### src/rtl/assert_macros.svh
// Assertion macros used by the octave value noise datapath.
`ifndef ASSERT_MACROS_SVH
`define ASSERT_MACROS_SVH

// The consequent must hold in the same cycle as the antecedent.
`define OVN_ASSERT_IMP(lbl, ante, cons) \
	lbl: assert property (@(posedge clk) disable iff (!arst_n) (ante) |-> (cons)) \
		else $error("assertion failed");

// The consequent must hold in the cycle after the antecedent.
`define OVN_ASSERT_NEXT(lbl, ante, cons) \
	lbl: assert property (@(posedge clk) disable iff (!arst_n) (ante) |=> (cons)) \
		else $error("assertion failed");

`endif

### src/rtl/ovn_pkg.sv
// Types and constants of the octave value noise unit.
package ovn_pkg;

	localparam logic KIND_LOAD  = 1'b0;
	localparam logic KIND_QUERY = 1'b1;

	localparam logic [1:0] MODE_SMOOTH = 2'd0;
	localparam logic [1:0] MODE_CUBIC  = 2'd1;
	localparam logic [1:0] MODE_LINEAR = 2'd2;

	localparam int APB_AW = 5;
	localparam logic [2:0] REG_OCTAVE_COUNT = 3'd0;
	localparam logic [2:0] REG_INTERP_MODE  = 3'd1;
	localparam logic [2:0] REG_LOG2_WL      = 3'd2;
	localparam logic [2:0] REG_HEIGHT_GAIN  = 3'd3;
	localparam logic [2:0] REG_OFFSET_VALUE = 3'd4;

	// Height divisor is 1000 * 2^26; these split it into a shift and a divide by 1000.
	localparam logic [45:0] HALF_D  = 46'd33554432000;
	localparam logic [40:0] RECIP_M = 41'd1073741;
	localparam logic [19:0] DIV_K   = 20'd1000;

	typedef enum logic [3:0] {
		ST_IDLE, ST_SETUP, ST_RD1, ST_RD2, ST_WEIGHT, ST_BLEND, ST_ACCUM,
		ST_FIN1, ST_FIN2, ST_FIN3, ST_FIN4, ST_EMIT
	} ovn_state_t;

	typedef enum logic [3:0] {
		CMD_NOP, CMD_LOAD, CMD_START, CMD_SETUP, CMD_RD1, CMD_RD2, CMD_WEIGHT,
		CMD_BLEND, CMD_ACCUM, CMD_FIN1, CMD_FIN2, CMD_FIN3, CMD_FIN4, CMD_EMIT
	} ovn_op_t;

	typedef struct packed {
		ovn_op_t op;
	} ovn_cmd_t;

	typedef struct packed {
		logic done;
		logic skip;
		logic out_busy;
	} ovn_sts_t;

	typedef struct packed {
		logic [3:0]        octave_count;
		logic [1:0]        interp_mode;
		logic [3:0]        log2_wl;
		logic [15:0]       height_gain;
		logic signed [15:0] offset_value;
	} ovn_cfg_t;

endpackage

### src/rtl/ovn_ctrl.sv
// Sequencer that walks a query through its octaves and the final scaling.
module ovn_ctrl (
	input  logic              clk,
	input  logic              arst_n,
	input  logic              req_valid,
	input  logic              req_kind,
	output logic              req_ready,
	input  ovn_pkg::ovn_sts_t sts,
	output ovn_pkg::ovn_cmd_t cmd
);
	import ovn_pkg::*;

	ovn_state_t state_q, state_nxt;

	always_ff @(posedge clk or negedge arst_n) begin
		if (!arst_n) begin
			state_q <= ST_IDLE;
		end else begin
			state_q <= state_nxt;
		end
	end

	always_comb begin
		state_nxt = state_q;
		unique case (state_q)
			ST_IDLE: if (req_valid && req_kind == KIND_QUERY) state_nxt = ST_SETUP;
			ST_SETUP: begin
				if (sts.done) state_nxt = ST_FIN1;
				else if (sts.skip) state_nxt = ST_ACCUM;
				else state_nxt = ST_RD1;
			end
			ST_RD1:    state_nxt = ST_RD2;
			ST_RD2:    state_nxt = ST_WEIGHT;
			ST_WEIGHT: state_nxt = ST_BLEND;
			ST_BLEND:  state_nxt = ST_ACCUM;
			ST_ACCUM:  state_nxt = ST_SETUP;
			ST_FIN1:   state_nxt = ST_FIN2;
			ST_FIN2:   state_nxt = ST_FIN3;
			ST_FIN3:   state_nxt = ST_FIN4;
			ST_FIN4:   state_nxt = ST_EMIT;
			ST_EMIT:   if (!sts.out_busy) state_nxt = ST_IDLE;
			default:   state_nxt = ST_IDLE;
		endcase
	end

	always_comb begin
		req_ready = 1'b0;
		cmd.op = CMD_NOP;
		unique case (state_q)
			ST_IDLE: begin
				req_ready = 1'b1;
				if (req_valid) cmd.op = (req_kind == KIND_QUERY) ? CMD_START : CMD_LOAD;
			end
			ST_SETUP:  cmd.op = CMD_SETUP;
			ST_RD1:    cmd.op = CMD_RD1;
			ST_RD2:    cmd.op = CMD_RD2;
			ST_WEIGHT: cmd.op = CMD_WEIGHT;
			ST_BLEND:  cmd.op = CMD_BLEND;
			ST_ACCUM:  cmd.op = CMD_ACCUM;
			ST_FIN1:   cmd.op = CMD_FIN1;
			ST_FIN2:   cmd.op = CMD_FIN2;
			ST_FIN3:   cmd.op = CMD_FIN3;
			ST_FIN4:   cmd.op = CMD_FIN4;
			ST_EMIT:   if (!sts.out_busy) cmd.op = CMD_EMIT;
			default:   cmd.op = CMD_NOP;
		endcase
	end
endmodule

### config.mk
export PLATFORM = sky130hd
export DESIGN_NAME = ovn_ctrl
export DESIGN_NICKNAME = d
export VERILOG_FILES = /design/src/rtl/assert_macros.svh /design/src/rtl/ovn_pkg.sv /design/src/rtl/ovn_ctrl.sv
export SDC_FILE = /design/constraint.sdc
export NUM_CORES = 1
export LEC_CHECK = 0
export ABC_AREA = 1
export BUFFER_PORTS_ARGS = -buffer_cell sky130_fd_sc_hd__buf_2
export CAP_MARGIN = 30
export CORE_AREA = 2 2 39 41
export DETAILED_ROUTE_END_ITERATION = 6
export DIE_AREA = 0 0 41 43
export PLACE_DENSITY_LB_ADDON = 0.12
export SLEW_MARGIN = 20
export SYNTH_ARGS = -nofsm -noshare
export SYNTH_HDL_FRONTEND = slang
export SYNTH_SLANG_ARGS = --single-unit
### constraint.sdc
create_clock -name clk -period 1.9 [get_ports clk]
set_clock_uncertainty 0.15 [all_clocks]
set_input_delay 0.19 -clock clk [delete_from_list [all_inputs] [get_ports clk]]
set_output_delay 0.19 -clock clk [all_outputs]
set_load 0.05 [all_outputs]
==> results of run 1 <==
==> placed cells by master (no fill, tap or decap) <==
cell type,instances
clkbuf_4,3
dlygate4sd3_1,1
o22ai_1,1
o211ai_1,2
nand2_1,15
nor2_2,2
inv_2,4
nor2_1,3
dfrtp_1,4
o21ai_1,2
a21oi_1,1
nand2_2,1
nor2_4,1
nand3_1,9
buf_2,11
o21ai_0,1
inv_1,3
nand3b_1,1
nand3_2,1
==> kinds of logic after synthesis <==
group / after synthesis
buffers and inverters: 7
AOI/OAI and AO/OA: 7
DFF: 4
and+or+nand+nor: 33
==> Yosys cell counts <==
master    number  share of area (%)
dfrtp_1        4                 31
o211ai_1       2                4.6
nand3b_1       1                2.3
nand2_1       15                 17
o21ai_1        2                3.1
nand3_2        1                3.1
a21oi_1        1                1.5
o21ai_0        1                1.5
inv_2          4                4.6
nor2_1         3                3.5
nand2_2        1                1.9
o22ai_1        1                1.9
nand3_1        9                 14
nor2_2         3                5.8
inv_1          3                3.5
==> area by class of cell <==
| type | instances | area [um^2] | area share [%] |
|---|---|---|---|
| multi-input cells | 40 | 201.4 | 46.26 |
| flip-flops and latches | 4 | 100.1 | 22.99 |
| repair buffers | 12 | 65.06 | 14.94 |
| inverters | 7 | 26.28 | 6.034 |
| clock buffers | 3 | 22.52 | 5.172 |
| well taps | 16 | 20.02 | 4.598 |
==> critical path: stages, from the launching register on <==
cell,delay [ps]
dfrtp_1,420
inv_2,90
nand2_1,120
nor2_4,150
nand3b_1,80
nand3_1,80
buf_2,260
==> worst min-delay path by stage <==
stage               cells after the start  startpoint    endpoint  slack (ps)
floorplan                               0      arst_n  state_q[0]        -260
global placement                        1      arst_n  state_q[2]        -150
detailed placement                      1      arst_n  state_q[2]        -150
CTS                                     3      sts[1]  state_q[2]          70
global route                            3      sts[1]  state_q[2]          90
finish                                  3      sts[1]  state_q[2]          70
==> metrics by stage <==
stage               util (%)  worst slack (ps)  std cells
floorplan                  -             103.8         51
global placement       29.11             325.3         78
detailed placement     29.11             367.3         78
CTS                    31.46             113.0         82
global route           31.46             14.55         82
finish                 31.46             130.2         82
==> per-layer routing <==
metal  vias up  track usage (%)  routed length (um)
met5         -                0                   0
met4         0            9.333                   0
met3         0            3.665                  43
met2         9            15.63                 385
met1       171            12.70                 346
li1        198                -                   -
==> run summary, run 1 <==
Initial DRC Count: 7
NumNets Final: 75
R2R Path Start: state_q[2]
Netlist cell types: 15
Setup TNS: 0 ps
post-CTS setup buffer count: 0
io pins: 12
Synth Area in Simple Gates: 48.06%
Hold-fix buffers, CTS: 1
max-slew violation count: 0
largest net degree at the start of global routing: 7
DP HPWL: 646.2 um
FF-to-FF End: state_q[0]
Reg clk slew, reported paths: 30 ps
die area: 0.001763 mm^2
H-tree depth: 1
Crit Path Max Fanout: 5
drt total wl: 774 um
min Tclk post-route: 1770 ps
Worst Tran Pin Value: 250.0 ps
Layout area overhead: 34.88%
Largest regs: state_q x4
fillers: 162
sequential fraction of the synthesis area: 31.01%
crit end category: output port
Post-Syn Area: 322.8 um^2
Antenna diodes: 0
Placer Congestion: 0.8288
CP required: 1560 ps
core area: 0.001384 mm^2
Synth Area in Adders: 0%
Root Buffer: clkbuf_4
Rel. slew slack: 83.45%
DP Area: 402.9 um^2
Clock Sink Count: 4
antenna-violating nets left: 0
syn_area_per_cell: 6.330 um^2
Synth Area in XOR/XNOR: 0%
CP startpoint: state_q[2]
syn_nets: 58
R2R Setup Slk: 660 ps
cts repair resizes: 0
mux cell area share after synthesis: 0%
largest register by flop count: state_q
vias in the first global route: 347
Mapped Cells: 51
Max-cap violations: 0
worst hold slack: 71.93 ps
worst hold path type: input port to register
synthesized flop and latch total: 4
CTS Buf Count: 3
Final Cell Area: 435.4 um^2
Hold Fails Final Rpt: 0
Std-Cell Rows: 14
endpoints failing setup: 0
RSZ-0062 raised after global routing: false
CTS tree: done
first-pass GRT wire length: 1311 um
CTS Buffer Depth: 2
share of cells above drive strength 1: 34.85%
Synth Area in Compound Gates: 12.79%
CP arrival: 1430 ps
via count: 378
Overflow after GRT: 0
startpoint types: register
Yosys warnings: 0
antenna violations before repair: 0
Fmax: 565.0 MHz
Vias/cell: 4.610
# port buffers: 11
Setup crit end: cmd[0]
status: completed
worst skew pair latency: 230 ps
largest family of logic cells by synthesized area: simple AND/OR/NAND/NOR gates
Total Routing Usage GR: 11.09%
Remaining DRCs: 0
Worst R2R Path Depth: 6
Routed wire per std cell: 9.439 um
max reg flops: 4
Die Ht: 43 um
Die Width: 41 um
First-pass DRT Iterations: 5
WS Path Type: register to output port
starting density of the core: 23.33%
Final period util: 93.15%
Power of run 1 is not shown: default switching activity piles up to over one toggle a cycle in this logic, so the estimate is an artifact.
==> inputs of run 2 (changes only) <==
Settings changed: REMOVE_ABC_BUFFERS set to 1.
==> run summary, run 2 (same netlist as run 1, synthesis figures left out) <==
Antenna diodes: 0 (unchanged)
startpoint types: register
Initial DRC Count: 7 (unchanged)
Reg clk slew, reported paths: 40 ps (about the same)
crit end category: output port
share of cells above drive strength 1: 36.36% (+1.5 points)
Crit Path Max Fanout: 5 (unchanged)
starting density of the core: 23.33% (unchanged)
final worst slack: 154.7 ps (+24.52 ps)
Clock Sink Count: 4 (unchanged)
NumNets Final: 75 (unchanged)
CP arrival: 1410 ps (-20 ps)
Setup WS pre-CTS: 346.4 ps (-20.94 ps)
endpoints failing setup: 0 (unchanged)
Worst R2R Path Depth: 6 (unchanged)
Total Routing Usage GR: 11.30% (+0.21 points)
H-tree depth: 1 (unchanged)
Layout area overhead: 38.37%
Rel. slew slack: 83.70% (+0.25 points)
Largest regs: state_q x4
worst hold slack: 79.69 ps (+7.762 ps)
antenna-violating nets left: 0 (unchanged)
Setup TNS: 0 ps (unchanged)
CP required: 1560 ps (about the same)
first-pass GRT wire length: 1345 um (+2.6%)
Fmax: 573.0 MHz (+1.4%)
max-slew violation count: 0 (unchanged)
hold path depth: 3 (unchanged)
core area: 0.001384 mm^2 (unchanged)
via count: 377 (-0.26%)
antenna violations before repair: 0 (unchanged)
CTS tree: done
Root Buffer: clkbuf_4
Final period util: 91.86% (-1.3 points)
CTS Buffer Depth: 2 (unchanged)
RSZ-0062 raised after global routing: false
WS Path Type: register to output port
largest net degree at the start of global routing: 7 (unchanged)
status: completed
min Tclk post-route: 1745 ps (-24.52 ps)
largest register by flop count: state_q
First-pass DRT Iterations: 2 (-3)
Std-Cell Rows: 14 (unchanged)
Overflow after GRT: 0 (unchanged)
Die Width: 41 um (unchanged)
Remaining DRCs: 0 (unchanged)
# port buffers: 11 (unchanged)
Core Util, Final: 32.28% (+0.81 points)
CTS Buf Count: 3 (unchanged)
Hold Fails Final Rpt: 0 (unchanged)
die area: 0.001763 mm^2 (unchanged)
Vias/cell: 4.598 (-0.26%)
Placer Congestion: 0.7699 (-7.1%)
worst skew pair latency: 230 ps (about the same)
io pins: 12 (unchanged)
most frequent cells in the layout: 15 x nand2_1, 9 x nand3_1, 7 x buf_2, 6 x clkbuf_4, 4 x inv_2
Max-cap violations: 0 (unchanged)
Routed wire per std cell: 9.524 um (+0.90%)
Worst Tran Pin Value: 244.3 ps (-5.730 ps)
drt total wl: 781 um (+0.90%)
max reg flops: 4 (unchanged)
vias in the first global route: 324 (-6.6%)
most common cell after layout, fill and taps aside: nand2_1
Die Ht: 43 um (unchanged)
DP HPWL: 679.1 um (+5.1%)
worst hold path type: input port to register
[run 2: cell types whose count changed in the layout (fill, tap and decap cells not counted)]
| cell | change |
|---|---|
| buf_2 | -4 |
| buf_4 | +1 |
| clkbuf_4 | +3 |
| dfrtp_1 | -1 |
| dfrtp_2 | +1 |
[run 2: per-layer routing]
metal	track usage, %	share of wire [%]
met1	16.34	49
met2	14.69	47
met3	3.141	3.2
met4	6.000	0
met5	0	0
[run 2: final timing paths]
check / slack (ps) / start / end
min: 80 / sts[1] / state_q[2]
min reg2reg: 510 / state_q[2] / state_q[1]
max in group asynchronous: 1330 / arst_n / state_q[1]
min in group asynchronous: 140 / arst_n / state_q[3]
max reg2reg: 640 / state_q[2] / state_q[0]
max: 150 / state_q[2] / cmd[1]
[run 2: through the flow]
stage               area (um^2)  instances
floorplan                 322.8         51
global placement          397.9         78
detailed placement        397.9         78
CTS                       430.4         82
global route              446.7         82
finish                    446.7         82
[run 2: timing repair]
item                                    CTS  global route
buffers inserted                          0             0
resized for setup                         0             7
endpoints found under the setup margin    0             4
hold buffers                              1             0
hold endpoints to repair                  4             0
[run 2: cell type report]
cell class	instances	area (um^2)
clock buffers	3	22.52
fillers	155	937.1
multi-input cells	40	201.4
repair buffers	12	75.07
well taps	16	20.02
flip-flops and latches	4	101.3
inverters	7	26.28
[run 2: critical path, cell delays in order (launching register included)]
cell and delay [ps]:
dfrtp_1 420, inv_2 90, nand2_1 120, nor2_4 160
nand3_1 80, nand3_1 80, clkbuf_4 220
Power of run 2 is left out for the same reason.
==> inputs of run 3 (changes only) <==
Clock period 1.9 ns to 1.8 ns, I/O delays scaled along.
==> run summary, run 3 (same netlist as run 1, synthesis figures left out) <==
status: completed
CTS Buf Count: 3 (unchanged)
antenna violations before repair: 0 (unchanged)
Final period util: 94.49%
Largest regs: state_q x4
Routed wire per std cell: 9.720 um (+2.0%)
First-pass DRT Iterations: 2 (unchanged)
Fmax: 588.0 MHz
first-pass GRT wire length: 1345 um (unchanged)
startpoint types: register
Std-Cell Rows: 14 (unchanged)
Rel. slew slack: 83.73% (about the same)
endpoints failing setup: 0 (unchanged)
max-slew violation count: 0 (unchanged)
Die Width: 41 um (unchanged)
DP HPWL: 679.1 um (unchanged)
share of cells above drive strength 1: 37.88% (+1.5 points)
WS Path Type: register to output port
Reg clk slew, reported paths: 40 ps (about the same)
worst hold path type: input port to register
CTS tree: done
crit-path max cell delay: 440 ps (+20 ps)
NumNets Final: 75 (unchanged)
vias in the first global route: 324 (unchanged)
Worst Tran Pin Value: 245.7 ps (+1.394 ps)
# port buffers: 11 (unchanged)
final worst slack: 99.24 ps (-55.46 ps)
Initial DRC Count: 6 (-1)
Antenna diodes: 0 (unchanged)
most common cell after layout, fill and taps aside: nand2_1
core area: 0.001384 mm^2 (unchanged)
Root Buffer: clkbuf_4
most frequent cells in the layout: 15 x nand2_1, 9 x nand3_1, 7 x buf_2, 5 x clkbuf_4, 4 x inv_2
io pins: 12 (unchanged)
Remaining DRCs: 0 (unchanged)
antenna-violating nets left: 0 (unchanged)
Layout area overhead: 42.64%
Placer Congestion: 0.7699 (unchanged)
largest register by flop count: state_q
crit end category: output port
max reg flops: 4 (unchanged)
die area: 0.001763 mm^2 (unchanged)
worst hold slack: 73.59 ps (-6.099 ps)
Vias/cell: 4.622 (+0.53%)
fillers: 153 (-1.3%)
min Tclk post-route: 1701 ps
Setup WS pre-CTS: 256.4 ps (-90.00 ps)
CP required: 1470 ps (-90 ps)
Core Util, Final: 33.27% (+0.99 points)
post-CTS setup buffer count: 0 (unchanged)
starting density of the core: 23.33% (unchanged)
H-tree depth: 1 (unchanged)
drt total wl: 797 um (+2.0%)
Overflow after GRT: 0 (unchanged)
worst skew pair latency: 230 ps (about the same)
CP cell instances: inv_2 -> nand2_1 -> nor2_4 -> nand3b_1 -> nand3_1 -> buf_6
Crit Path Max Fanout: 5 (unchanged)
RSZ-0062 raised after global routing: true
Clock Sink Count: 4 (unchanged)
Max-cap violations: 0 (unchanged)
CTS Buffer Depth: 2 (unchanged)
Die Ht: 43 um (unchanged)
Hold Fails Final Rpt: 0 (unchanged)
CP arrival: 1370 ps (-40 ps)
via count: 379 (+0.53%)
largest net degree at the start of global routing: 7 (unchanged)
R2R Setup Slk: 540 ps (-100 ps)
Total Routing Usage GR: 11.30% (unchanged)
slowest cell on the critical path: dfrtp_2
## run 3: changes by cell type in the layout (fill, tap and decap cells not counted), sizes merged
cell / change
buf: +1
clkbuf: -1
## run 3: layer usage
metal  track usage, %  wire (um)  vias to the layer above
li1                 -          -                      201
met1            16.34        399                      173
met2            14.69        371                        5
met3            3.141         25                        0
met4            6.000          0                        0
met5                0          0                        -
## run 3: path summary, 6_finish.rpt
path | start | end | cells past startpoint
worst max-delay path | state_q[2] | cmd[0] | 6
worst min-delay path | sts[1] | state_q[2] | 3
worst max register to register | state_q[2] | state_q[0] | 6
worst min register to register | state_q[2] | state_q[1] | 3
max in group asynchronous | arst_n | state_q[1] | 2
min in group asynchronous | arst_n | state_q[3] | 2
## run 3: timing repair
| item | 4_1_cts | 5_1_grt |
|---|---|---|
| endpoints found under the setup margin | 0 | 4 |
| hold endpoints to repair | 4 | 0 |
| hold buffers | 1 | 0 |
| gates resized for setup | 0 | 12 |
## run 3: stage by stage
stage                     instance area (um^2)  instances  setup TNS (ps)
final                                    460.4         82               0
after global routing                     460.4         82          -84.99
after CTS                                430.4         82               0
after detailed placement                 397.9         78               0
after global placement                   397.9         78               0
after floorplan                          322.8         51          -327.1
## run 3: cell type report
| class | count | area, um^2 | share of cell area [%] |
|---|---|---|---|
| timing repair buffer | 12 | 82.58 | 17.93 |
| inverter | 7 | 26.28 | 5.707 |
| clock buffer | 3 | 22.52 | 4.891 |
| sequential | 4 | 102.6 | 22.28 |
| tap | 16 | 20.02 | 4.348 |
| multi-input combinational | 40 | 206.4 | 44.84 |
## run 3: critical path: cells and delay by family, from the launching register on
family	cells	cell delay, ps
buffers and inverters	2	240
DFF	1	440
and+or+nand+nor	4	460
Power of run 3 is left out for the same reason.
