## src/rtl/assert_macros.svh

```systemverilog
// Assertion macros used by the octave value noise datapath.
`ifndef ASSERT_MACROS_SVH
`define ASSERT_MACROS_SVH

// The consequent must hold in the same cycle as the antecedent.
`define OVN_ASSERT_IMP(lbl, ante, cons) \
	lbl: assert property (@(posedge clk) disable iff (!arst_n) (ante) |-> (cons)) \
		else $error("assertion failed");

// The consequent must hold in the cycle after the antecedent.
`define OVN_ASSERT_NEXT(lbl, ante, cons) \
	lbl: assert property (@(posedge clk) disable iff (!arst_n) (ante) |=> (cons)) \
		else $error("assertion failed");

`endif

```

## src/rtl/ovn_pkg.sv

```systemverilog
// Types and constants of the octave value noise unit.
package ovn_pkg;

	localparam logic KIND_LOAD  = 1'b0;
	localparam logic KIND_QUERY = 1'b1;

	localparam logic [1:0] MODE_SMOOTH = 2'd0;
	localparam logic [1:0] MODE_CUBIC  = 2'd1;
	localparam logic [1:0] MODE_LINEAR = 2'd2;

	localparam int APB_AW = 5;
	localparam logic [2:0] REG_OCTAVE_COUNT = 3'd0;
	localparam logic [2:0] REG_INTERP_MODE  = 3'd1;
	localparam logic [2:0] REG_LOG2_WL      = 3'd2;
	localparam logic [2:0] REG_HEIGHT_GAIN  = 3'd3;
	localparam logic [2:0] REG_OFFSET_VALUE = 3'd4;

	// Height divisor is 1000 * 2^26; these split it into a shift and a divide by 1000.
	localparam logic [45:0] HALF_D  = 46'd33554432000;
	localparam logic [40:0] RECIP_M = 41'd1073741;
	localparam logic [19:0] DIV_K   = 20'd1000;

	typedef enum logic [3:0] {
		ST_IDLE, ST_SETUP, ST_RD1, ST_RD2, ST_WEIGHT, ST_BLEND, ST_ACCUM,
		ST_FIN1, ST_FIN2, ST_FIN3, ST_FIN4, ST_EMIT
	} ovn_state_t;

	typedef enum logic [3:0] {
		CMD_NOP, CMD_LOAD, CMD_START, CMD_SETUP, CMD_RD1, CMD_RD2, CMD_WEIGHT,
		CMD_BLEND, CMD_ACCUM, CMD_FIN1, CMD_FIN2, CMD_FIN3, CMD_FIN4, CMD_EMIT
	} ovn_op_t;

	typedef struct packed {
		ovn_op_t op;
	} ovn_cmd_t;

	typedef struct packed {
		logic done;
		logic skip;
		logic out_busy;
	} ovn_sts_t;

	typedef struct packed {
		logic [3:0]        octave_count;
		logic [1:0]        interp_mode;
		logic [3:0]        log2_wl;
		logic [15:0]       height_gain;
		logic signed [15:0] offset_value;
	} ovn_cfg_t;

endpackage

```

## src/rtl/ovn_cfg.sv

```systemverilog
// APB configuration registers.
module ovn_cfg (
	input  logic                       clk,
	input  logic                       arst_n,
	input  logic                       psel,
	input  logic                       penable,
	input  logic                       pwrite,
	input  logic [ovn_pkg::APB_AW-1:0] paddr,
	input  logic [31:0]                pwdata,
	output logic [31:0]                prdata,
	output logic                       pready,
	output ovn_pkg::ovn_cfg_t          cfg
);
	import ovn_pkg::*;

	logic [2:0] idx;
	logic       wr;

	assign idx = paddr[4:2];
	assign wr = psel && penable && pwrite;
	assign pready = 1'b1;

	always_ff @(posedge clk or negedge arst_n) begin
		if (!arst_n) begin
			cfg.octave_count <= 4'd1;
			cfg.interp_mode  <= MODE_SMOOTH;
			cfg.log2_wl      <= 4'd10;
			cfg.height_gain  <= 16'd256;
			cfg.offset_value <= 16'sd0;
		end else if (wr) begin
			unique case (idx)
				REG_OCTAVE_COUNT: cfg.octave_count <= pwdata[3:0];
				REG_INTERP_MODE:  cfg.interp_mode <= pwdata[1:0];
				REG_LOG2_WL:      cfg.log2_wl <= pwdata[3:0];
				REG_HEIGHT_GAIN:  cfg.height_gain <= pwdata[15:0];
				REG_OFFSET_VALUE: cfg.offset_value <= pwdata[15:0];
				default: ;
			endcase
		end
	end

	always_comb begin
		unique case (idx)
			REG_OCTAVE_COUNT: prdata = 32'(cfg.octave_count);
			REG_INTERP_MODE:  prdata = 32'(cfg.interp_mode);
			REG_LOG2_WL:      prdata = 32'(cfg.log2_wl);
			REG_HEIGHT_GAIN:  prdata = 32'(cfg.height_gain);
			REG_OFFSET_VALUE: prdata = {16'h0000, cfg.offset_value};
			default:          prdata = 32'h0000_0000;
		endcase
	end
endmodule

```

## config.mk

```make
export PLATFORM = sky130hd
export DESIGN_NAME = ovn_cfg
export DESIGN_NICKNAME = d
export VERILOG_FILES = /design/src/rtl/assert_macros.svh /design/src/rtl/ovn_pkg.sv /design/src/rtl/ovn_cfg.sv
export SDC_FILE = /design/constraint.sdc
export NUM_CORES = 1
export LEC_CHECK = 0
export BUFFER_PORTS_ARGS = -buffer_cell sky130_fd_sc_hd__buf_2
export CELL_PAD_IN_SITES_DETAIL_PLACEMENT = 0
export CELL_PAD_IN_SITES_GLOBAL_PLACEMENT = 1
export CORE_ASPECT_RATIO = 0.9
export CORE_MARGIN = 8
export CORE_UTILIZATION = 30
export DETAILED_ROUTE_END_ITERATION = 10
export GPL_TIMING_DRIVEN = 1
export PLACE_DENSITY_LB_ADDON = 0.25
export SYNTH_ARGS = -nofsm -noshare
export SYNTH_HDL_FRONTEND = slang
export SYNTH_SLANG_ARGS = --single-unit
```

## constraint.sdc

```tcl
create_clock -name clk -period 1.1 [get_ports clk]
set_input_delay 0.22 -clock clk [delete_from_list [all_inputs] [get_ports clk]]
set_output_delay 0.22 -clock clk [all_outputs]
set_load 0.02 [all_outputs]
```

==> flow_summary.toml, run 1 <==
[clock_network]
clock-sinks = 42
root_buffer = "clkbuf_8"
cts_buffer_depth = 2
insertion_delay_ns = 0.29
cts_made_buffers = 5
cts_tree = "done"
htreeDepth = 2
path_clk_slew_ns = 0.08

[run_status]
violations = "negative setup slack"
status = "finished, violations left"

[die]
initial_core_util_pct = 30.31
ioPinCount = 117
rows = 29
die_h_um = 95.18
fp.dieW_um = 104.0
core_area_mm2 = 0.006894
die-area_mm2 = 0.009895

[timing]
setup_ws_ns = -0.4392
finalSetupViolCount = 73
hold_viol = 0
setup_tns_ns = -7.324
timing.hold.ws_ns = 0.1674
fin_crit_sh_pct = 139.9
rsz0062_at_grt = "yes"
skew_ns = 0
min_period_ns = 1.539
max_clock_freq_mhz = 649.7
slew_violations = 0

[min_path]
hold_end = "cfg[23]"
hold_class = "in2reg"
hp-start = "pwdata[7]"
hold-path-cell-count = 2

[routing]
finalWirelength_mm = 6.689
vias = 1707
ant_nets = 0
wire_per_inst_um = 17.56
drc = 0
first_iter_violations = 36
vias_per_cell = 4.480
first_pass_iters = 4

[setup_path]
cp_num_cells = 4
setup.worst_path.start_class = "register"
end_kind = "output port"
critPathTopFamily = "flip-flops"
cp.buffers_inverters = 1
rr_endpoint = "cfg[3]"
slowest_stage = "dfrtp_1"
critPathMaxStageDelay_ns = 0.39
crit_required_ns = 0.88
r2r_setup_slack_ns = 0.08
arrival_ns = 1.32
r2r-start = "cfg[3]"
path_cells = "mux2_2 -> a21oi_2 -> o22ai_2 -> buf_6"
worst-setup-path-type = "reg2out"
rr_worst_depth = 3
path_max_fanout = 2

[yosys]
ys_types = 27
yosys_warnings = 0
synth.yosys.seq_area_share_pct = 50.54
syn_inst = 152
ys_ff_latch = 42
syn-cell-area_mm2 = 0.002090
syn_avg_cell_area_um2 = 13.75
synth_top_area_share_pct = 45.51
synth_top_area_cell = "dfrtp_1"
yosys-top-cells-area = "dfrtp_1 (46%), mux2_2 (22%), buf_4 (6.8%), dfstp_2 (5.0%), a22o_1 (5.0%)"

[grt]
grt_pass1_vias = 1969
grt.total_usage_pct = 13.33
grt_pass1_wl_mm = 10.46
antenna_found_initial = 0
overflow = 0
grt_max_degree = 43

[layout]
fill_cells = 600
instances_no_fill = 381
top_register = "cfg"
reg_top3 = "cfg x42"
fin_util_pct = 54.65
drive_above_1_share_pct = 74.31
diodes = 0
nNetsFinal = 329
largest_register_ffs = 42
syn_to_final_growth_pct = 80.30

[flow_run]
cap_viol_max_count = 0

[placed_design]
gp_congestion = 0.6774
dpl.cell_count = 348
portBuffers = 81
dp_hpwl_mm = 4.457
dp_slack_ns = -0.3994

[pwr]
p_leak_nw = 1.831
ir_worst_vdd_mv = 0.7885
powerDensity_mw_per_mm2 = 1539
## worst reg2reg max path, cell delays in order (launching register included)
cell     delay, ns
dfrtp_2       0.42
buf_6         0.12
buf_4         0.12
mux2_4        0.25
## stage by stage
step | cell area [um2] | power [mW]
after detailed placement | 2882 | 3.893
after global routing | 3767 | 6.111
after CTS | 3573 | 5.598
after floorplan | 2277 | 3.172
after global placement | 2882 | 3.872
final | 3767 | 5.799
## cells in the mapped netlist
cell type / number
mux2_2: 40
dfrtp_1: 38
buf_4: 19
a22o_1: 12
dfstp_2: 4
mux2_4: 4
buf_2: 3
mux2i_1: 3
nor3b_1: 3
a21oi_1: 2
a22oi_1: 2
buf_6: 2
conb_1: 2
nand2_1: 2
nor2b_1: 2
nor3b_2: 2
o22ai_1: 2
and4_1: 1
clkbuf_1: 1
nand2b_1: 1
nand4b_4: 1
nor2_1: 1
nor2_4: 1
o22a_1: 1
o2bb2ai_1: 1
o32ai_1: 1
or3_4: 1
## cell usage in the layout, fill, tap and decap left out, types with 2 or more instances in the layout
cell	n
buf_12	4
buf_2	26
a22o_1	12
buf_4	21
mux2i_1	3
nor2b_1	2
nor3b_4	2
o22ai_2	2
buf_8	5
dfrtp_2	6
mux2_4	35
dfrtp_1	32
buf_6	80
clkbuf_8	6
a21oi_2	2
a22oi_1	2
dfstp_2	4
nor3b_2	2
mux2_2	9
conb_1	17
nor2_4	2
## where the power goes
group / internal, mW / total [mW] / switching (mW) / leakage [nW]
clock network: 0.507 / 1.03 / 0.528 / 0.0482
logic: 1.53 / 2.62 / 1.09 / 1.26
registers: 1.88 / 2.15 / 0.272 / 0.520
total: 3.91 / 5.80 / 1.89 / 1.83
## kinds of logic (layout without fill, tap and decap cells)
kind of cell           count (synthesis)  after routing  synth area share [%]
other                                  2             17                0.3594
buffers and inverters                 25            146                 8.802
and+or+nand+nor                       15             15                 6.347
AOI/OAI and AO/OA                     21             21                 8.084
DFF                                   42             42                 50.54
muxes                                 47             47                 25.87
## worst max path at each step
stage	startpoint	end	slack (ns)
3_3_place_gp	paddr[4]	cfg[9]	-0.41
5_1_grt	cfg[32]	prdata[0]	-0.50
4_1_cts	cfg[38]	prdata[0]	-0.44
3_5_place_dp	paddr[4]	cfg[36]	-0.40
6_report	cfg[16]	prdata[0]	-0.44
2_1_floorplan	paddr[4]	cfg[16]	-0.24
## repair_timing
action,CTS,global route
hold buffers,1,0
setup buffers,15,14
gates resized for setup,138,46
endpoints found under the hold margin,38,0
gates cloned,3,0
pin swaps,18,10
endpoints found under the setup margin,75,79
## final cells by class
type	instances	area, um2	share of cell area (%)
clock buffer	7	86.33	2.292
clock inverter	1	5.005	0.1328
multi-input combinational	100	1117	29.66
sequential	42	1064	28.23
tap	93	116.4	3.089
timing repair buffer	138	1379	36.60
## layer usage
metal | GRT usage, % | wire length (um) | share of wire (%)
met5 | 0 | 0 | 0
met4 | 2.888 | 33 | 0.49
met3 | 5.405 | 562 | 8.4
met2 | 22.25 | 3188 | 48
met1 | 15.97 | 2904 | 43
(Power assumes the default switching activity.)
==> inputs of run 2 (changes only) <==
Settings changed: ABC_AREA set to 1, CORE_UTILIZATION 30 to 33.
Clock period 1.1 ns to 1.94 ns, I/O delays scaled along.
==> flow_summary.toml, run 2 <==
[layout]
syn_to_final_growth_pct = 25.00
instances_no_fill = 428
diodes = 0
reg_top3 = "cfg x42"
nNetsFinal = 379
layout_common_cells = "buf_2 (81), nand2_1 (73), o21ai_0 (38), dfrtp_1 (38), inv_1 (26)"
fin_area_mm2 = 0.002709
drive_above_1_share_pct = 32.25
largest_register_ffs = 42
fin_util_pct = 41.80
fill_cells = 681
top_register = "cfg"
final_common_cell = "buf_2"

[run_status]
status = "completed"

[pwr]
p_int_mw = 1.777
ir_worst_vdd_mv = 0.3012
p_switching_mw = 1.036
powerDensity_mw_per_mm2 = 1038
comb_power_share_pct = 32.2
power_mw = 2.813
sw_frac_of_total_pct = 36.82
power_frac_seq_pct = 42.3
clkPwrFrac_pct = 25.5
p_leak_nw = 1.488

[yosys]
syn_inst = 256
yosys-top-cells-area = "dfrtp_1 (44%), nand2_1 (13%), o21ai_0 (8.8%), buf_4 (6.9%), dfstp_2 (4.8%)"
ys.flop_type = "dfrtp_1"
ys_ff_latch = 42
syn-cell-area_mm2 = 0.002167
yosys_warnings = 0
synth_top_area_cell = "dfrtp_1"
synth_edf_count = 0
ys_types = 21
synth.most_common_cell = "nand2_1"
async_reset_ff_share_pct = 100.0
synth_commonest_cells = "nand2_1 (73), dfrtp_1 (38), o21ai_0 (38)"
synth_top_area_share_pct = 43.88
synth.yosys.seq_area_share_pct = 48.73
syn_avg_cell_area_um2 = 8.465

[clock_network]
cts_buffer_depth = 2
hold_buffers = 0
cts_made_buffers = 5
clock-sinks = 42
cts_resized = 0
post_cts_buffers = 0
htreeDepth = 2
insertion_delay_ns = 0.29
cts_tree = "done"
root_buffer = "clkbuf_8"
path_clk_slew_ns = 0.08

[routing]
wl_met3_um = 480
vias = 1936
wire_per_inst_um = 14.76
finalWirelength_mm = 6.318
first_iter_violations = 52
vias_per_cell = 4.523
routed.top_layer = "met4"
ant_nets = 0
wl_met1_mm = 2.773
drc = 0
first_pass_iters = 4
wl_met2_mm = 2.967

[setup_path]
arrival_ns = 1.39
setup.worst_path.start_class = "input pin"
crit_top_cell = "buf_2"
worst-setup-path-type = "in2out"
crit_required_ns = 1.55
slowest_stage = "nor2_8"
end_kind = "output port"
path_max_fanout = 17
crit_path_start = "paddr[3]"
r2r-start = "cfg[24]"
path_cells = "buf_2 -> nor2_8 -> nand2_4 -> o22ai_1 -> buf_2"
critPathMaxStageDelay_ns = 0.22

[timing]
fin_crit_sh_pct = 91.69
worst_pin_slew_ns = 0.5522
timing.hold.ws_ns = 0.07623
min_period_ns = 1.779
hold_viol = 0
skew_ns = 0
slew_violations = 0
setup_tns_ns = 0
maxSlewHeadroom_pct = 63.19
setup_ws_ns = 0.1613
rsz0062_at_grt = "no"
finalSetupViolCount = 0
max_clock_freq_mhz = 562.2

[die]
core_area_mm2 = 0.006481
die-area_mm2 = 0.009419
die_h_um = 92.88
fp.dieW_um = 101.4
ioPinCount = 117
rows = 28
initial_core_util_pct = 33.44

[grt]
grt_pass1_wl_mm = 10.36
overflow = 0
grt.total_usage_pct = 13.99
grt_max_degree = 29
grt_pass1_vias = 2044
antenna_found_initial = 0

[placed_design]
dp_hpwl_mm = 4.642
gp_congestion = 0.7648
dp_slack_ns = 0.1690
placed_area_mm2 = 0.002592
portBuffers = 81
dpl.cell_count = 420

[flow_run]
cap_viol_max_count = 0

[min_path]
hold_class = "in2async"
==> run 2: cell types whose count changed after synthesis, sizes merged, moves of 10 or more <==
| cell | previous run | this run |
|---|---|---|
| nand2 | 2 | 74 |
| mux2 | 44 | 0 |
| o21ai | 0 | 42 |
| inv | 0 | 26 |
| a22o | 12 | 0 |
| nand3 | 0 | 12 |
| o22ai | 2 | 12 |
==> run 2: logic make-up after synthesis <==
family                 synth area share (%)
AND/OR/NAND/NOR                       22.69
other                                0.3465
buffers and inverters                 14.38
flip-flops                            48.73
AO/OA/AOI/OAI                         13.86
==> run 2: worst paths after layout <==
| kind | cells after the start | endpoint | slack [ns] |
|---|---|---|---|
| worst max register to register | 2 | cfg[24] | 1.16 |
| min in group clk | 3 | cfg[29] | 0.31 |
| worst min register to register | 2 | cfg[38] | 0.49 |
| worst max-delay path | 5 | prdata[11] | 0.16 |
| worst min-delay path | 1 | cfg[18] | 0.08 |
| max in group asynchronous | 2 | cfg[24] | 1.27 |
==> run 2: per-layer routing <==
metal	vias to the layer above	track usage [%]
met5	-	0
li1	959	-
met4	0	5.328
met1	906	17.26
met2	62	23.11
met3	9	3.223
==> run 2: layout make-up <==
class / count / area (um2) / share of cell area, %
Timing Repair Buffer: 88 / 470.5 / 17.37
Clock buffer: 7 / 86.33 / 3.187
Clock inverter: 1 / 30.03 / 1.109
Tap cell: 90 / 112.6 / 4.157
Inverter: 26 / 97.59 / 3.603
Multi-Input combinational cell: 174 / 855.8 / 31.59
Sequential cell: 42 / 1056 / 38.98
==> run 2: critical path: cells and delay by family <==
family	cells	cell delay, ns
buffers and inverters	2	0.39
AND/OR/NAND/NOR	2	0.42
AO/OA/AOI/OAI	1	0.18
==> run 2: power groups by stage <==
stage / clock, mW / sequential, mW / combinational [mW]
after floorplan: 0 / 1.43 / 0.347
after global placement: 0 / 1.21 / 0.909
after detailed placement: 0 / 1.21 / 0.918
after CTS: 0.755 / 1.19 / 0.922
after global routing: 0.782 / 1.22 / 0.998
final: 0.717 / 1.19 / 0.906
==> inputs of run 3 (changes only) <==
Settings changed: ABC_AREA 1 to unset, CORE_UTILIZATION 33 to 36.
==> flow_summary.toml, run 3 (same netlist as run 1, synthesis figures left out) <==
[die]
fp.dieW_um = 96.31
die_h_um = 88.28
die-area_mm2 = 0.008501
core_area_mm2 = 0.005628
initial_core_util_pct = 37.13
rows = 26
ioPinCount = 117

[pwr]
p_switching_mw = 0.9068
p_leak_nw = 1.416
ir_worst_vdd_mv = 0.4860
clkPwrFrac_pct = 29.5
sw_frac_of_total_pct = 31.74
comb_power_share_pct = 29.0
powerDensity_mw_per_mm2 = 1055
power_frac_seq_pct = 41.5
power_mw = 2.857
p_int_mw = 1.950

[setup_path]
r2r_setup_slack_ns = 1.15
arrival_ns = 1.44
end_kind = "output port"
path_max_fanout = 12
setup.worst_path.start_class = "input pin"
r2r-start = "cfg[37]"
crit_path_start = "paddr[2]"
critPathMaxStageDelay_ns = 0.31
critPathTopFamily = "buffers and inverters"
crit_required_ns = 1.55
slowest_stage = "nor3b_2"
cp.buffers_inverters = 3
path_cells = "clkbuf_4 -> nor3b_2 -> buf_4 -> a22o_1 -> buf_2"
worst-setup-path-type = "in2out"

[layout]
largest_register_ffs = 42
diodes = 0
reg_top3 = "cfg x42"
layout_common_cells = "buf_2 (80), mux2_2 (40), dfrtp_1 (38)"
drive_above_1_share_pct = 63.22
final_common_cell = "buf_2"
nNetsFinal = 283
top_register = "cfg"
syn_to_final_growth_pct = 29.58
instances_no_fill = 312

[clock_network]
clock-sinks = 42
cts_tree = "done"
hold_buffers = 0
insertion_delay_ns = 0.28
path_clk_slew_ns = 0.08
cts_made_buffers = 5
root_buffer = "clkbuf_8"
cts_buffer_depth = 2
htreeDepth = 2

[timing]
timing.hold.ws_ns = 0.03025
skew_ns = 0
slew_violations = 0
setup_tns_ns = 0
max_clock_freq_mhz = 546.1
setup_ws_ns = 0.1087
hold_viol = 0
finalSetupViolCount = 0
rsz0062_at_grt = "no"
fin_crit_sh_pct = 94.39
min_period_ns = 1.831

[routing]
vias = 1482
first_iter_violations = 55
ant_nets = 0
vias_per_cell = 4.750
finalWirelength_mm = 5.230
first_pass_iters = 4
drc = 0
wire_per_inst_um = 16.76

[grt]
overflow = 0
grt.total_usage_pct = 12.08
antenna_found_initial = 0
grt_pass1_vias = 1577
grt_max_degree = 26
grt_pass1_wl_mm = 7.859

[placed_design]
dpl.cell_count = 304
portBuffers = 81
gp_congestion = 0.7071
dp_hpwl_mm = 4.122
dp_slack_ns = 0.05910

[min_path]
hold_class = "in2async"

[flow_run]
cap_viol_max_count = 0

[run_status]
status = "completed"
-- run 3: layer usage --
layer  global-route usage (%)  vias to the layer above  share of wire [%]  routed length (um)
met1                    14.67                      708                 43                2266
li1                         -                      700                  -                   -
met5                        0                        -                  0                   0
met4                    2.473                        0               0.31                  16
met3                    4.750                        2                 11                 575
met2                    19.79                       72                 45                2371
-- run 3: path summary, 6_finish.rpt --
| check | end | cells after the start |
|---|---|---|
| max | prdata[11] | 5 |
| min | cfg[41] | 1 |
| max reg2reg | cfg[37] | 1 |
| min reg2reg | cfg[17] | 1 |
| max in group asynchronous | cfg[24] | 2 |
| min in group clk | cfg[14] | 2 |
-- run 3: power groups by stage --
| stage | Clock (mW) | Combinational [mW] | Sequential (mW) |
|---|---|---|---|
| 2_1_floorplan | 0 | 0.335 | 1.40 |
| 3_3_place_gp | 0 | 0.833 | 1.20 |
| 3_5_place_dp | 0 | 0.841 | 1.20 |
| 4_1_cts | 0.862 | 0.842 | 1.19 |
| 5_1_grt | 0.906 | 0.885 | 1.22 |
| 6_report | 0.844 | 0.827 | 1.19 |
-- run 3: what timing repair did --
action | in CTS | in global routing
buffers inserted | 0 | 0
gates resized for setup | 0 | 1
endpoints found under the setup margin | 0 | 1
-- run 3: area by class of cell --
| class | instances | area, um2 |
|---|---|---|
| clock buffer | 6 | 82.58 |
| clock inverter | 2 | 60.06 |
| fill | 517 | 2920 |
| multi-input combinational | 100 | 905.9 |
| sequential | 42 | 1056 |
| tap | 70 | 87.58 |
| timing repair buffer | 92 | 515.5 |
-- run 3: metrics by stage --
stage,cell area (um2),utilization (%)
detailed placement,2562,45.53
floorplan,2146,-
global route,2708,48.11
global placement,2562,45.53
CTS,2705,48.07
finish,2708,48.11
